$ cat src/rtl/fwa_pkg.sv
// ----------------------------------------------------------------------------
// fwa_pkg
// Types, codes and helper functions shared by the front wall align sequencer.
// ----------------------------------------------------------------------------
package fwa_pkg;

   // range readings at or above this are treated as no echo
   localparam logic [9:0] RANGE_LIMIT      = 10'd300;
   localparam logic [7:0] MEASURE_WAIT_MS  = 8'd80;
   localparam logic [7:0] CONFIRM_WAIT_MS  = 8'd50;
   localparam logic [7:0] APPROACH_WAIT_MS = 8'd10;
   localparam logic [7:0] COUNT_MAX        = 8'd255;

   // drive commands
   typedef logic [1:0] motion_type;
   localparam motion_type MOTION_STOP = 2'd0;
   localparam motion_type MOTION_FWD  = 2'd1;
   localparam motion_type MOTION_CW   = 2'd2;
   localparam motion_type MOTION_CCW  = 2'd3;

   // phase codes reported on the result beat
   typedef logic [3:0] phase_type;
   localparam phase_type PH_INIT      = 4'd0;
   localparam phase_type PH_MEAS_L    = 4'd1;
   localparam phase_type PH_MEAS_R    = 4'd2;
   localparam phase_type PH_CHECK     = 4'd3;
   localparam phase_type PH_TURN_WAIT = 4'd6;
   localparam phase_type PH_CONF_L    = 4'd7;
   localparam phase_type PH_CONF_R    = 4'd8;
   localparam phase_type PH_APPROACH  = 4'd9;
   localparam phase_type PH_APP_L     = 4'd10;
   localparam phase_type PH_APP_R     = 4'd11;
   localparam phase_type PH_DONE      = 4'd12;

   // register indexes on the csr port
   typedef logic [2:0] csr_index_type;
   localparam csr_index_type CSR_EQUAL_TOL    = 3'd0;
   localparam csr_index_type CSR_DIST_TOL     = 3'd1;
   localparam csr_index_type CSR_TARGET       = 3'd2;
   localparam csr_index_type CSR_CONFIRM_LIM  = 3'd3;
   localparam csr_index_type CSR_INVALID_LIM  = 3'd4;
   localparam csr_index_type CSR_INVALID_TMO  = 3'd5;
   localparam csr_index_type CSR_TURN_PULSE   = 3'd6;

   typedef enum logic [2:0] {
      MODE_IDLE  = 3'b001,
      MODE_ALIGN = 3'b010,
      MODE_DONE  = 3'b100
   } mode_type;

   typedef enum logic [10:0] {
      ST_INIT      = 11'b000_0000_0001,
      ST_MEAS_L    = 11'b000_0000_0010,
      ST_MEAS_R    = 11'b000_0000_0100,
      ST_CHECK     = 11'b000_0000_1000,
      ST_TURN_WAIT = 11'b000_0001_0000,
      ST_CONF_L    = 11'b000_0010_0000,
      ST_CONF_R    = 11'b000_0100_0000,
      ST_APPROACH  = 11'b000_1000_0000,
      ST_APP_L     = 11'b001_0000_0000,
      ST_APP_R     = 11'b010_0000_0000,
      ST_DONE      = 11'b100_0000_0000
   } step_type;

   typedef struct packed {
      logic [7:0]  equal_tol_cm;
      logic [7:0]  dist_tol_cm;
      logic [8:0]  target_cm;
      logic [7:0]  confirm_limit;
      logic [7:0]  invalid_limit;
      logic [15:0] invalid_tmo_ms;
      logic [15:0] turn_pulse_ms;
   } cfg_type;

   typedef struct packed {
      mode_type    mode;
      step_type    step;
      logic [31:0] clock_ms;
      logic [31:0] mark_ms;
      logic [31:0] bad_start_ms;
      logic [9:0]  held_left;
      logic [9:0]  held_right;
      logic [7:0]  confirm_count;
      logic [7:0]  bad_count;
      motion_type  drive;
      logic        skip_flag;
   } seq_state_type;

   // zero or out of range means no usable echo
   function automatic logic range_bad(input logic [9:0] r);
      range_bad = (r == 10'd0) || (r >= RANGE_LIMIT);
   endfunction

   // left and right agree within the tolerance
   function automatic logic pair_match(input logic [9:0] a, input logic [9:0] b,
                                       input logic [7:0] tol);
      logic [9:0] d;
      d = (a > b) ? (a - b) : (b - a);
      pair_match = d <= {2'b00, tol};
   endfunction

   function automatic phase_type step_code(input step_type s);
      case (s)
         ST_INIT:      step_code = PH_INIT;
         ST_MEAS_L:    step_code = PH_MEAS_L;
         ST_MEAS_R:    step_code = PH_MEAS_R;
         ST_CHECK:     step_code = PH_CHECK;
         ST_TURN_WAIT: step_code = PH_TURN_WAIT;
         ST_CONF_L:    step_code = PH_CONF_L;
         ST_CONF_R:    step_code = PH_CONF_R;
         ST_APPROACH:  step_code = PH_APPROACH;
         ST_APP_L:     step_code = PH_APP_L;
         ST_APP_R:     step_code = PH_APP_R;
         ST_DONE:      step_code = PH_DONE;
         default:      step_code = PH_INIT;
      endcase
   endfunction

endpackage

$ cat src/rtl/front_wall_align_sequencer.sv
// ----------------------------------------------------------------------------
// front_wall_align_sequencer
// Squares a robot up to a front wall from two front range readings: paces
// left and right samples, turns toward the nearer side, confirms the match
// and drives forward to the target distance.
//
//  channel | direction | handshake           | payload
//  req     | in        | req_valid/req_ready | action, elapsed, left and right range
//  rsp     | out       | rsp_valid/rsp_ready | motion, busy, complete, skipped, phase
//  csr     | in        | csr_wr_en           | csr_index, csr_wdata
//
// one result beat for every request beat; rsp_valid rises once the beat has passed
// from the input register through the step logic into the result register
// a new request beat can be taken every cycle while the result slot is free or
// being taken; the sequence state updates as the beat leaves the input register
// rsp_ready low holds the result register and then the input register
// synchronous reset restores the register defaults and the idle sequence
// ----------------------------------------------------------------------------
module front_wall_align_sequencer
   import fwa_pkg::*;
(
   input  logic        clock,
   input  logic        reset,
   input  logic        req_valid,
   output logic        req_ready,
   input  logic        req_action,
   input  logic [7:0]  req_elapsed_ms,
   input  logic [9:0]  req_left_range_cm,
   input  logic [9:0]  req_right_range_cm,
   output logic        rsp_valid,
   input  logic        rsp_ready,
   output logic [1:0]  rsp_motion,
   output logic        rsp_busy_res,
   output logic        rsp_complete,
   output logic        rsp_skipped,
   output logic [3:0]  rsp_phase,
   input  logic        csr_wr_en,
   input  logic [2:0]  csr_index,
   input  logic [15:0] csr_wdata
);

   cfg_type       cfg_ff;
   seq_state_type state_ff;
   seq_state_type state_in;
   logic          in_valid_ff;
   logic          in_action_ff;
   logic [7:0]    in_elapsed_ff;
   logic [9:0]    in_left_ff;
   logic [9:0]    in_right_ff;
   logic          rsp_valid_ff;
   logic [1:0]    rsp_motion_ff;
   logic          rsp_busy_ff;
   logic          rsp_complete_ff;
   logic          rsp_skipped_ff;
   logic [3:0]    rsp_phase_ff;
   logic          advance;

   // the input register moves on when the result slot is free or being taken
   assign advance   = !rsp_valid_ff || rsp_ready;
   assign req_ready = !in_valid_ff || advance;

   // configuration registers
   always_ff @(posedge clock) begin
      if (reset) begin
         cfg_ff.equal_tol_cm   <= 8'd2;
         cfg_ff.dist_tol_cm    <= 8'd2;
         cfg_ff.target_cm      <= 9'd15;
         cfg_ff.confirm_limit  <= 8'd3;
         cfg_ff.invalid_limit  <= 8'd5;
         cfg_ff.invalid_tmo_ms <= 16'd2000;
         cfg_ff.turn_pulse_ms  <= 16'd50;
      end else if (csr_wr_en) begin
         case (csr_index)
            CSR_EQUAL_TOL:   cfg_ff.equal_tol_cm   <= csr_wdata[7:0];
            CSR_DIST_TOL:    cfg_ff.dist_tol_cm    <= csr_wdata[7:0];
            CSR_TARGET:      cfg_ff.target_cm      <= csr_wdata[8:0];
            CSR_CONFIRM_LIM: cfg_ff.confirm_limit  <= csr_wdata[7:0];
            CSR_INVALID_LIM: cfg_ff.invalid_limit  <= csr_wdata[7:0];
            CSR_INVALID_TMO: cfg_ff.invalid_tmo_ms <= csr_wdata;
            CSR_TURN_PULSE:  cfg_ff.turn_pulse_ms  <= csr_wdata;
            default: begin
            end
         endcase
      end
   end

   // input register control
   always_ff @(posedge clock) begin
      if (reset) begin
         in_valid_ff <= 1'b0;
      end else if (req_ready) begin
         in_valid_ff <= req_valid;
      end
   end

   // input register payload
   always_ff @(posedge clock) begin
      if (req_valid && req_ready) begin
         in_action_ff  <= req_action;
         in_elapsed_ff <= req_elapsed_ms;
         in_left_ff    <= req_left_range_cm;
         in_right_ff   <= req_right_range_cm;
      end
   end

   // step logic
   fwa_step u_step (
      .cur            (state_ff),
      .cfg            (cfg_ff),
      .action         (in_action_ff),
      .elapsed_ms     (in_elapsed_ff),
      .left_range_cm  (in_left_ff),
      .right_range_cm (in_right_ff),
      .nxt            (state_in)
   );

   // sequence state
   always_ff @(posedge clock) begin
      if (reset) begin
         state_ff.mode          <= MODE_IDLE;
         state_ff.step          <= ST_INIT;
         state_ff.clock_ms      <= 32'd0;
         state_ff.mark_ms       <= 32'd0;
         state_ff.bad_start_ms  <= 32'd0;
         state_ff.held_left     <= 10'd0;
         state_ff.held_right    <= 10'd0;
         state_ff.confirm_count <= 8'd0;
         state_ff.bad_count     <= 8'd0;
         state_ff.drive         <= MOTION_STOP;
         state_ff.skip_flag     <= 1'b0;
      end else if (in_valid_ff && advance) begin
         state_ff <= state_in;
      end
   end

   // result register control
   always_ff @(posedge clock) begin
      if (reset) begin
         rsp_valid_ff <= 1'b0;
      end else if (advance) begin
         rsp_valid_ff <= in_valid_ff;
      end
   end

   // result register payload
   always_ff @(posedge clock) begin
      if (in_valid_ff && advance) begin
         rsp_motion_ff   <= state_in.drive;
         rsp_busy_ff     <= state_in.mode == MODE_ALIGN;
         rsp_complete_ff <= state_in.mode == MODE_DONE;
         rsp_skipped_ff  <= state_in.skip_flag;
         rsp_phase_ff    <= step_code(state_in.step);
      end
   end

   assign rsp_valid    = rsp_valid_ff;
   assign rsp_motion   = rsp_motion_ff;
   assign rsp_busy_res = rsp_busy_ff;
   assign rsp_complete = rsp_complete_ff;
   assign rsp_skipped  = rsp_skipped_ff;
   assign rsp_phase    = rsp_phase_ff;

   // a beat in the input register lands in a free result slot
   a_beat_moves: assert property (@(posedge clock) disable iff (reset)
      in_valid_ff && advance |=> rsp_valid_ff)
      else $error("input beat did not reach the result register");

   // a skipped sequence always reports the done phase
   a_skip_done: assert property (@(posedge clock) disable iff (reset)
      rsp_valid_ff && rsp_skipped_ff |-> rsp_phase_ff == PH_DONE)
      else $error("skipped flag outside the done phase");

   // complete is only reported from the done phase
   a_complete_done: assert property (@(posedge clock) disable iff (reset)
      rsp_valid_ff && rsp_complete_ff |-> rsp_phase_ff == PH_DONE && !rsp_busy_ff)
      else $error("complete reported outside the done phase");

   // the invalid timer origin is clear whenever no invalid reading is pending
   a_bad_start_clear: assert property (@(posedge clock) disable iff (reset)
      state_ff.bad_count == 8'd0 |-> state_ff.bad_start_ms == 32'd0)
      else $error("invalid start time held with no invalid count");

endmodule

$ cat src/rtl/fwa_step.sv
// ----------------------------------------------------------------------------
// fwa_step
// Next-state logic of the alignment sequence for one beat: advances the
// millisecond clock, handles a start, or moves the sequence one sub-step.
// ----------------------------------------------------------------------------
module fwa_step
   import fwa_pkg::*;
(
   input  seq_state_type cur,
   input  cfg_type       cfg,
   input  logic          action,
   input  logic [7:0]    elapsed_ms,
   input  logic [9:0]    left_range_cm,
   input  logic [9:0]    right_range_cm,
   output seq_state_type nxt
);

   logic [31:0] clock_new;
   logic [31:0] since_mark;
   logic        wait_measure;
   logic        wait_confirm;
   logic        wait_approach;
   logic        wait_turn;
   logic [31:0] bad_start_eff;
   logic [7:0]  bad_count_inc;
   logic        skip_hit;
   logic        held_bad;
   logic        app_bad;
   logic [7:0]  confirm_inc;
   logic [10:0] range_sum;
   logic [9:0]  stop_limit;

   // shared timing and bookkeeping terms
   assign clock_new     = cur.clock_ms + {24'd0, elapsed_ms};
   assign since_mark    = clock_new - cur.mark_ms;
   assign wait_measure  = since_mark >= {24'd0, MEASURE_WAIT_MS};
   assign wait_confirm  = since_mark >= {24'd0, CONFIRM_WAIT_MS};
   assign wait_approach = since_mark >= {24'd0, APPROACH_WAIT_MS};
   assign wait_turn     = since_mark >= {16'd0, cfg.turn_pulse_ms};

   // invalid reading accounting
   assign bad_start_eff = (cur.bad_count == 8'd0) ? clock_new : cur.bad_start_ms;
   assign bad_count_inc = (cur.bad_count < COUNT_MAX) ? cur.bad_count + 8'd1
                                                      : cur.bad_count;
   assign skip_hit = (bad_count_inc >= cfg.invalid_limit) ||
                     ((clock_new - bad_start_eff) >= {16'd0, cfg.invalid_tmo_ms});
   assign held_bad = range_bad(cur.held_left) || range_bad(cur.held_right);
   assign app_bad  = range_bad(cur.held_left) || range_bad(right_range_cm);

   assign confirm_inc = (cur.confirm_count < COUNT_MAX) ? cur.confirm_count + 8'd1
                                                        : cur.confirm_count;

   // approach stop test on the average range
   assign range_sum  = {1'b0, cur.held_left} + {1'b0, right_range_cm};
   assign stop_limit = {1'b0, cfg.target_cm} + {2'b00, cfg.dist_tol_cm};

   // sequence step
   always_comb begin
      nxt          = cur;
      nxt.clock_ms = clock_new;
      if (action) begin
         nxt.mode          = MODE_ALIGN;
         nxt.step          = ST_INIT;
         nxt.mark_ms       = clock_new;
         nxt.confirm_count = 8'd0;
         nxt.bad_count     = 8'd0;
         nxt.bad_start_ms  = 32'd0;
         nxt.skip_flag     = 1'b0;
      end else if (cur.mode == MODE_ALIGN) begin
         case (cur.step)
            ST_INIT: begin
               nxt.step    = ST_MEAS_L;
               nxt.mark_ms = clock_new;
            end
            ST_MEAS_L: begin
               if (wait_measure) begin
                  nxt.held_left = left_range_cm;
                  nxt.mark_ms   = clock_new;
                  nxt.step      = ST_MEAS_R;
               end
            end
            ST_MEAS_R: begin
               if (wait_measure) begin
                  nxt.held_right = right_range_cm;
                  nxt.mark_ms    = clock_new;
                  nxt.step       = ST_CHECK;
               end
            end
            ST_CHECK: begin
               if (held_bad) begin
                  nxt.drive        = MOTION_STOP;
                  nxt.bad_start_ms = bad_start_eff;
                  nxt.bad_count    = bad_count_inc;
                  if (skip_hit) begin
                     nxt.step      = ST_DONE;
                     nxt.skip_flag = 1'b1;
                  end else begin
                     nxt.step    = ST_MEAS_L;
                     nxt.mark_ms = clock_new;
                  end
               end else begin
                  nxt.bad_count    = 8'd0;
                  nxt.bad_start_ms = 32'd0;
                  nxt.mark_ms      = clock_new;
                  if (pair_match(cur.held_left, cur.held_right, cfg.equal_tol_cm)) begin
                     nxt.confirm_count = 8'd0;
                     nxt.step          = ST_CONF_L;
                  end else begin
                     nxt.drive = (cur.held_left > cur.held_right) ? MOTION_CW : MOTION_CCW;
                     nxt.step  = ST_TURN_WAIT;
                  end
               end
            end
            ST_TURN_WAIT: begin
               if (wait_turn) begin
                  nxt.drive   = MOTION_STOP;
                  nxt.step    = ST_MEAS_L;
                  nxt.mark_ms = clock_new;
               end
            end
            ST_CONF_L: begin
               if (wait_confirm) begin
                  nxt.held_left = left_range_cm;
                  nxt.mark_ms   = clock_new;
                  nxt.step      = ST_CONF_R;
               end
            end
            ST_CONF_R: begin
               if (wait_confirm) begin
                  nxt.held_right = right_range_cm;
                  nxt.mark_ms    = clock_new;
                  if (pair_match(cur.held_left, right_range_cm, cfg.equal_tol_cm)) begin
                     nxt.confirm_count = confirm_inc;
                     if (confirm_inc >= cfg.confirm_limit) begin
                        nxt.drive = MOTION_STOP;
                        nxt.step  = ST_APPROACH;
                     end else begin
                        nxt.step = ST_CONF_L;
                     end
                  end else begin
                     nxt.confirm_count = 8'd0;
                     nxt.step          = ST_MEAS_L;
                  end
               end
            end
            ST_APPROACH: begin
               nxt.drive   = MOTION_FWD;
               nxt.step    = ST_APP_L;
               nxt.mark_ms = clock_new;
            end
            ST_APP_L: begin
               if (wait_approach) begin
                  nxt.held_left = left_range_cm;
                  nxt.mark_ms   = clock_new;
                  nxt.step      = ST_APP_R;
               end
            end
            ST_APP_R: begin
               if (wait_approach) begin
                  nxt.held_right = right_range_cm;
                  nxt.mark_ms    = clock_new;
                  if (app_bad) begin
                     nxt.drive        = MOTION_STOP;
                     nxt.bad_start_ms = bad_start_eff;
                     nxt.bad_count    = bad_count_inc;
                     if (skip_hit) begin
                        nxt.step      = ST_DONE;
                        nxt.skip_flag = 1'b1;
                     end else begin
                        nxt.step = ST_APPROACH;
                     end
                  end else begin
                     nxt.bad_count    = 8'd0;
                     nxt.bad_start_ms = 32'd0;
                     if (range_sum[10:1] <= stop_limit) begin
                        nxt.drive = MOTION_STOP;
                        nxt.step  = ST_DONE;
                     end else begin
                        nxt.step = ST_APP_L;
                     end
                  end
               end
            end
            ST_DONE: begin
               nxt.mode = MODE_DONE;
            end
            default: begin
               nxt = cur;
               nxt.clock_ms = clock_new;
            end
         endcase
      end
   end

endmodule
$ cat config.mk
export PLATFORM = sky130hd
export DESIGN_NAME = front_wall_align_sequencer
export DESIGN_NICKNAME = d
export VERILOG_FILES = /design/src/rtl/fwa_pkg.sv /design/src/rtl/front_wall_align_sequencer.sv /design/src/rtl/fwa_step.sv
export SDC_FILE = /design/constraint.sdc
export NUM_CORES = 1
export LEC_CHECK = 0
export BUFFER_PORTS_ARGS = -buffer_cell sky130_fd_sc_hd__buf_2
export CAP_MARGIN = 20
export CORE_MARGIN = 2
export CORE_UTILIZATION = 40
export DETAILED_ROUTE_END_ITERATION = 12
export GPL_TIMING_DRIVEN = 0
export PLACE_DENSITY_LB_ADDON = 0.3
export SLEW_MARGIN = 25
export SYNTH_ARGS = -nofsm -noshare
export SYNTH_HDL_FRONTEND = slang
export SYNTH_SLANG_ARGS = --single-unit
$ cat constraint.sdc
create_clock -name clock -period 10 [get_ports clock]
set_clock_uncertainty 0.1 [all_clocks]
set_input_delay 2 -clock clock [delete_from_list [all_inputs] [get_ports clock]]
set_output_delay 2 -clock clock [all_outputs]
set_load 0.03 [all_outputs]
# [Word-level counts from Yosys, hierarchy flattened]
# Index checks and enable logic that the tools add are counted.
[totals] reg_bits=262 inputBits=53 output_inout_bits=11 word_cells=209
[op_classes] n_addsub=11 magnitude_cmp=17 eq_ne=45 mux=68 bitwise_logic=1 n_reduce_logical=38
[op_table] operator="$mux W32" count=8
[op_table] operator="$pmux W32 S7" count=1
[op_table] operator="$mux W64" count=3
[op_table] operator="$mux W11" count=14
[op_table] operator="$mux W149" count=1
[op_table] operator="$pmux W11 S10" count=1
[op_table] operator="$mux W10" count=9
[op_table] operator="$ge A32 B16 Y1" count=2
[op_table] operator="$pmux W32 S2" count=1
[op_table] operator="$sub A32 B32 Y32" count=2
[op_table] operator="$pmux W10 S3" count=2
[op_table] operator="$mux W8" count=6
[op_table] operator="$pmux W4 S10" count=1
[op_table] operator="$sub A10 B10 Y10" count=4
[op_table] operator="$add A32 B8 Y32" count=1
[op_table] operator="$ge A32 B4 Y1 const B" count=1
[op_table] operator="$ge A32 B6 Y1 const B" count=1
[op_table] operator="$ge A32 B7 Y1 const B" count=1
[op_table] operator="$pmux W8 S2" count=2
[op_table] operator="$ge A10 B9 Y1 const B" count=3
[op_table] operator="$logic_not A10 Y1" count=3
[op_table] operator="$eq A11 B10 Y1 const B" count=2
[op_table] operator="$eq A11 B11 Y1 const B" count=2
[op_table] operator="$eq A11 B2 Y1 const B" count=2
[op_table] operator="48 further kinds" count=107

# [Longest topological paths before layout]
[logic_depth] ltp_word=13 ltp_mapped=35 depth_no_buf=33

# [Modules after synthesis]
# A second synthesis with hierarchy kept.
[unflattened] hier_cells=3133 area_unflattened_um2=23109.7
[modules_own_cells] module="fwa_step" n_inst=1 cells_each=2069 area_per_inst_um2=13955.9 seq_area_each_um2=0.0
[modules_own_cells] module="front_wall_align_sequencer" n_inst=1 cells_each=1064 area_per_inst_um2=9153.8 seq_area_each_um2=5625.4

# [Worst setup path after synthesis]
# OpenSTA, ideal clock, no wires.
[synth_path] path_type="reg2reg" from="register state_ff[103] (netlist name)" to="register rsp_phase_ff[0], in the netlist rsp_phase[0] (data pin)" setup_time_ns=0.281 t_arrival_ns=6.695 required_ns=9.619 path_slack_ns=2.924 stages_incl_launch_ff=32 path_buffers=0 period_less_slack_ns=7.076 path_cell_list="dfxtp_1 -> ha_1 -> inv_1 -> fa_1 -> nand2b_1 -> a21o_1 -> and2_1 -> o21ai_0 -> xor2_1 -> mux2i_1 -> ha_1 -> a21o_1 -> o21a_1 -> o22ai_1 -> a211o_1 -> nand2_1 -> a31oi_1 -> xnor2_1 -> ha_1 -> a21boi_0 -> a21oi_1 -> or4b_2 -> nor4_1 -> nand4bb_1 -> nor4_1 -> or4b_1 -> nor4b_1 -> a31oi_1 -> a41oi_4 -> nor4b_1 -> o2111ai_1 -> o311ai_1"
[synth_via] elab_chain_len=13 elab_cells_between_ends=35 classes_between="add/sub: 3; order compare: 5; eq/ne: 10; mux: 16; reduce/logical: 1"
[synth_rtl] item="from (decl)" line_no="front_wall_align_sequencer.sv:43" source="seq_state_type state_ff;"
[synth_rtl] item="from (signal assigned)" line_no="front_wall_align_sequencer.sv:132" source="state_ff <= state_in;"
[synth_rtl] item="$add A32 B8 Y32 *" line_no="fwa_step.sv:34" source="assign clock_new = cur.clock_ms + {24'd0, elapsed_ms};"
[synth_rtl] item="$mux W32" line_no="fwa_step.sv:42" source="assign bad_start_eff = (cur.bad_count == 8'd0) ? clock_new : cur.bad_start_ms;"
[synth_rtl] item="$sub A32 B32 Y32" line_no="fwa_step.sv:46" source="((clock_new - bad_start_eff) >= {16'd0, cfg.invalid_tmo_ms});"
[synth_rtl] item="$ge A32 B16 Y1" line_no="fwa_step.sv:46"
[synth_rtl] item="$logic_or A1 B1 Y1" line_no="fwa_step.sv:45" source="assign skip_hit = (bad_count_inc >= cfg.invalid_limit) ||"
[synth_rtl] item="$mux W11" line_no="fwa_step.sv:166" source="if (skip_hit) begin"
[synth_rtl] item="$mux W11" line_no="fwa_step.sv:162" source="if (app_bad) begin"
[synth_rtl] item="$mux W11" line_no="fwa_step.sv:159" source="if (wait_approach) begin"
[synth_rtl] item="$pmux W11 S10 *" line_no="fwa_step.sv:70" source="case (cur.step)"
[synth_rtl] item="$mux W149 *" line_no="fwa_step.sv:69" source="end else if (cur.mode == MODE_ALIGN) begin"
[synth_rtl] item="$mux W14 *" line_no="fwa_step.sv:61" source="if (action) begin"
[synth_rtl] item="$eq A11 B11 Y1 (tied with other cells)" line_no="fwa_pkg.sv:103" source="case (s)"
[synth_rtl] item="$pmux W4 S10 *" line_no="fwa_pkg.sv:103"
[synth_rtl] item="to (signal assigned)" line_no="front_wall_align_sequencer.sv:152" source="rsp_phase_ff <= step_code(state_in.step);"
[synth_rtl] item="to (decl)" line_no="front_wall_align_sequencer.sv:55" source="logic [3:0] rsp_phase_ff;"
# Mark *: on every way between the ends. The rest lies on a longest branch, timed or not. The select of a mux whose other input is x is not followed.
# A chain may end at the register's enable or synchronous reset.

# [Worst setup path in the final report]
[layout_path] from="register in_elapsed_ff[0]" to="register state_ff[97] (netlist name)"
[layout_via] elab_chain_len=7 elab_cells_between_ends=27 classes_between="add/sub: 3; order compare: 5; eq/ne: 6; mux: 11; reduce/logical: 2"
[layout_rtl] item="from (decl)" line_no="front_wall_align_sequencer.sv:47" source="logic [7:0] in_elapsed_ff;"
[layout_rtl] item="from (signal assigned)" line_no="front_wall_align_sequencer.sv:100" source="in_elapsed_ff <= req_elapsed_ms;"
[layout_rtl] item="$add A32 B8 Y32 *" line_no="fwa_step.sv:34"
[layout_rtl] item="$mux W32" line_no="fwa_step.sv:42"
[layout_rtl] item="$sub A32 B32 Y32" line_no="fwa_step.sv:46"
[layout_rtl] item="$ge A32 B16 Y1" line_no="fwa_step.sv:46"
[layout_rtl] item="$logic_or A1 B1 Y1" line_no="fwa_step.sv:45"
[layout_rtl] item="$ne A4 B4 Y1 (no line)"
[layout_rtl] item="$reduce_and A9 Y1 (no line)"
# Marked as above.

==> summary.txt <==
Place
  • DP Cell Count: between 3000 and 4000
  • Placed wire-length estimate after detailed placement: just under 60000 um
  • Buffers added on ports: 60
  • Worst setup timing slack at the placement stage: -0.183 ns
  • Routability Congestion: 0.957
  • Total placed instance area: roughly 23000 um^2

STA
  • Total count of max-transition violations in the final report: 0
  • Post-layout min period: between 9 and 10 ns
  • Final WS setup: roughly 0.28 ns
  • Hold Fails Final Rpt: 0
  • Top achievable clock speed: approximately 0.10 GHz
  • Count of endpoints failing setup in the final report: 0
  • Setup TNS: 0 ns
  • Share of the clock period used by the worst path: 0.972
  • Worst relative slew slack: 0.260
  • Transition at the pin with the smallest max-transition slack: roughly 1.1 ns

CTS
  • Root cell of the clock tree: sky130_fd_sc_hd__clkbuf_16
  • CTS tree: done
  • Register clock-pin slew on the reported worst setup and hold paths: approximately 0.06 ns
  • CTS buffer count: 34
  • Clock insertion delay at the later pin of the skew report: around 0.56 ns
  • CTS H-tree lvls: 2
  • Max clock buf depth: 3
  • Sinks on Clock Net: 262

Floorplan
  • I/O pin cnt: 64
  • DIE WIDTH: roughly 240 um
  • Number of cell rows: 86
  • Die footprint: roughly 57000 um^2
  • Effective utilization at floorplan: 0.404
  • Die Y-Extent: about 240 um
  • Standard cell core area: roughly 55000 um^2

Setup path
  • Setup slack on the worst flop-to-flop path: 0.28 ns
  • Worst flop-to-flop path endpoint: state_ff[97]
  • Worst-path maximum fanout: 10
  • Path depth of the worst reg2reg path: 33
  • Category of the worst setup path capture point: register
  • Critical path data arrival time: between 10 and 15 ns
  • Peak per-stage delay on the critical path: ~0.56 ns
  • Data required time of the critical path: 10.30 ns
  • Crit path max-delay cell type: sky130_fd_sc_hd__nand4_1
  • Reg2Reg Launch Point: in_elapsed_ff[0]
  • CP startpoint kind: register
  • Start-to-end type of the worst setup path: register to register

Synthesis
  • Async set-reset flop share out of synthesis: 0
  • Library cell with the largest summed area after synthesis: sky130_fd_sc_hd__dfxtp_1
  • Syn. warnings: 0
  • Count of mapped cells out of synthesis: roughly 2900
  • Dominant register cell in the synthesized netlist: sky130_fd_sc_hd__dfxtp_1
  • Fraction of post-synthesis cell area in the top cell type by area: 0.202
  • Post-synth EDFFs: 38
  • Seq cells post-synth: between 200 and 300
  • Synthesized Nets: 3119
  • Synth unique cells: about 120
  • Mapped Area: roughly 22000 um^2
  • Mean instance size in the synthesized netlist: 7.74 um^2
  • Sequential area share after synthesis: 0.254
  • Top cells by area, synth: sky130_fd_sc_hd__dfxtp_1, sky130_fd_sc_hd__ha_1, sky130_fd_sc_hd__a21oi_1

Hold path
  • Launch instance of the worst min-delay path: cfg_ff[31]
  • Class of the tightest hold or removal check: register to register
  • Cell count of the worst hold path: 2
  • Endpoint of the worst hold path: cfg_ff[31]

Drt
  • Initial detailed-routing violation count: 2089
  • Post-route antenna net violation count: 0
  • First-pass DRT Iterations: 8
  • DRT Wirelength: between 70000 and 80000 um
  • Number of vias per cell: just under 6
  • Drt wl/cell: between 20 and 25 um
  • Vias after detailed routing: 21800
  • DRC violation count after routing: 0

Final layout
  • Post-layout utilization of the core: 0.448
  • Number of diodes: 0
  • Commonest non-fill, non-tap cells in the layout: sky130_fd_sc_hd__nor2_1, sky130_fd_sc_hd__nand2_1, sky130_fd_sc_hd__a21oi_1
  • Cell area after layout: roughly 25000 um^2
  • Layout overhead on the synthesized area: 10.9%
  • Post-layout nets: roughly 3200
  • Share of cells above drive strength 1: 0.0821
  • Post-route insts no fill: between 3000 and 4000
  • Most common library cell in the layout ignoring fill and taps: sky130_fd_sc_hd__nor2_1

Status
  • Outcome: finished, final reports clean

Global route
  • Global-route wire length before repair: 115000 um
  • Remaining global-route overflow: 0
  • Global-route usage over all layers: 0.258
  • Number of antenna violations at the first check in global routing: 0
  • Vias in the first global route: 20100
  • Pin count of the biggest net entering global routing: 30

Power and ir drop
  • P per Cell Area: ~140 nW/um^2
  • Leakage component of the power: just over 0.01 uW
  • Maximum vdd ir drop: just under 0.1 mV

Job
  • Max cap viols: 0
-- state kept, by name, summed over array words and instances (netlist names) --
signal / cells
in_action_ff: 1
rsp_valid: 1
rsp_skipped: 1
in_elapsed_ff: 8
rsp_motion: 2
rsp_phase: 4
cfg_ff: 73
rsp_busy_res: 1
in_valid_ff: 1
state_ff: 149
in_left_ff: 10
in_right_ff: 10
rsp_complete: 1
-- where the power goes --
group | switching, uW | internal, uW | leakage [uW] | total, uW
clock | 522 | 755 | 0.000546 | 1280
combinational | 625 | 374 | 0.00735 | 999
sequential | 14.9 | 1090 | 0.00218 | 1110
total | 1160 | 2220 | 0.0101 | 3380
-- layout make-up --
class | instances | area [um^2]
fillers | 5388 | 30300
multi-input cells | 2257 | 15300
flip-flops and latches | 262 | 5630
clock buffers | 49 | 1000
well taps | 704 | 881
inverters | 201 | 754
plain buffers | 140 | 583
repair buffers | 62 | 310
clock inverters | 12 | 146
-- through the flow --
step	power, uW	hold slack (ns)
2_1_floorplan	1810	0.336
3_3_place_gp	2070	0.345
3_5_place_dp	2100	0.348
4_1_cts	3380	0.356
5_1_grt	3530	0.377
6_report	3380	0.355
-- metal layers --
layer,up-vias,global-route usage,wire [um]
met5,-,0,0
met4,0,0.0771,2230
met3,130,0.0366,5830
met2,959,0.392,31800
met1,10300,0.375,35500
li1,10400,-,-
-- cell families (layout without fill, tap and decap cells) --
kind of cell             Yosys count  in the layout  synth area share
multiplexers                      93             93            0.0429
adder cells (fa/ha/maj)          210            210             0.121
AND/OR/NAND/NOR                 1101           1101             0.245
AO/OA/AOI/OAI                    731            731             0.220
XOR/XNOR                         122            122            0.0570
buffers and inverters            341            464            0.0603
flip-flops                       262            262             0.254
-- Yosys cell counts (all sizes together) (17+ instances only) --
cell	number
nor2b	36
buf	37
nor3	82
xor2	51
inv	201
o21ai	103
nor4	21
nand2b	35
or3	22
and3	23
nand4	52
a31oi	23
mux2i	78
nand2	295
o21bai	22
and2	29
nor2	320
a21o	76
xnor2	59
nand3	70
nor3b	17
nand3b	30
a211oi	29
o211ai	28
ha	197
o21a	23
a21oi	276
clkbuf	103
edfxtp	38
dfxtp	224
-- critical path: cells and delay by family (launching register included) --
kind                     cells  cell delay (ns)
AND/OR/NAND/NOR             15             3.63
AO/OA/AOI/OAI                7             2.41
buffers and inverters        4             1.02
multiplexers                 1             0.24
adder cells (fa/ha/maj)      4             1.18
flip-flops                   1             0.42
XOR/XNOR                     2             0.52
-- what timing repair did --
action                                  in CTS  in global routing
buffers inserted                             0                  0
resized for setup                            1                  3
endpoints found under the hold margin        0                  0
endpoints found under the setup margin      32                 37
pin swaps                                    0                  0
hold buffers                                 0                  0
-- how the worst max path moves through the flow --
stage               cells after the start              from  slack, ns       endpoint
finish                                 33  in_elapsed_ff[0]       0.28   state_ff[97]
global route                           33       state_ff[3]      -0.05   state_ff[97]
CTS                                    31       state_ff[3]       0.11   rsp_phase[0]
detailed placement                     33       state_ff[3]      -0.18  state_ff[100]
global placement                       32       state_ff[3]      -0.60   rsp_phase[0]
floorplan                              31     state_ff[103]       2.92   rsp_phase[0]
No activity file was read; power rests on OpenSTA's default activity.
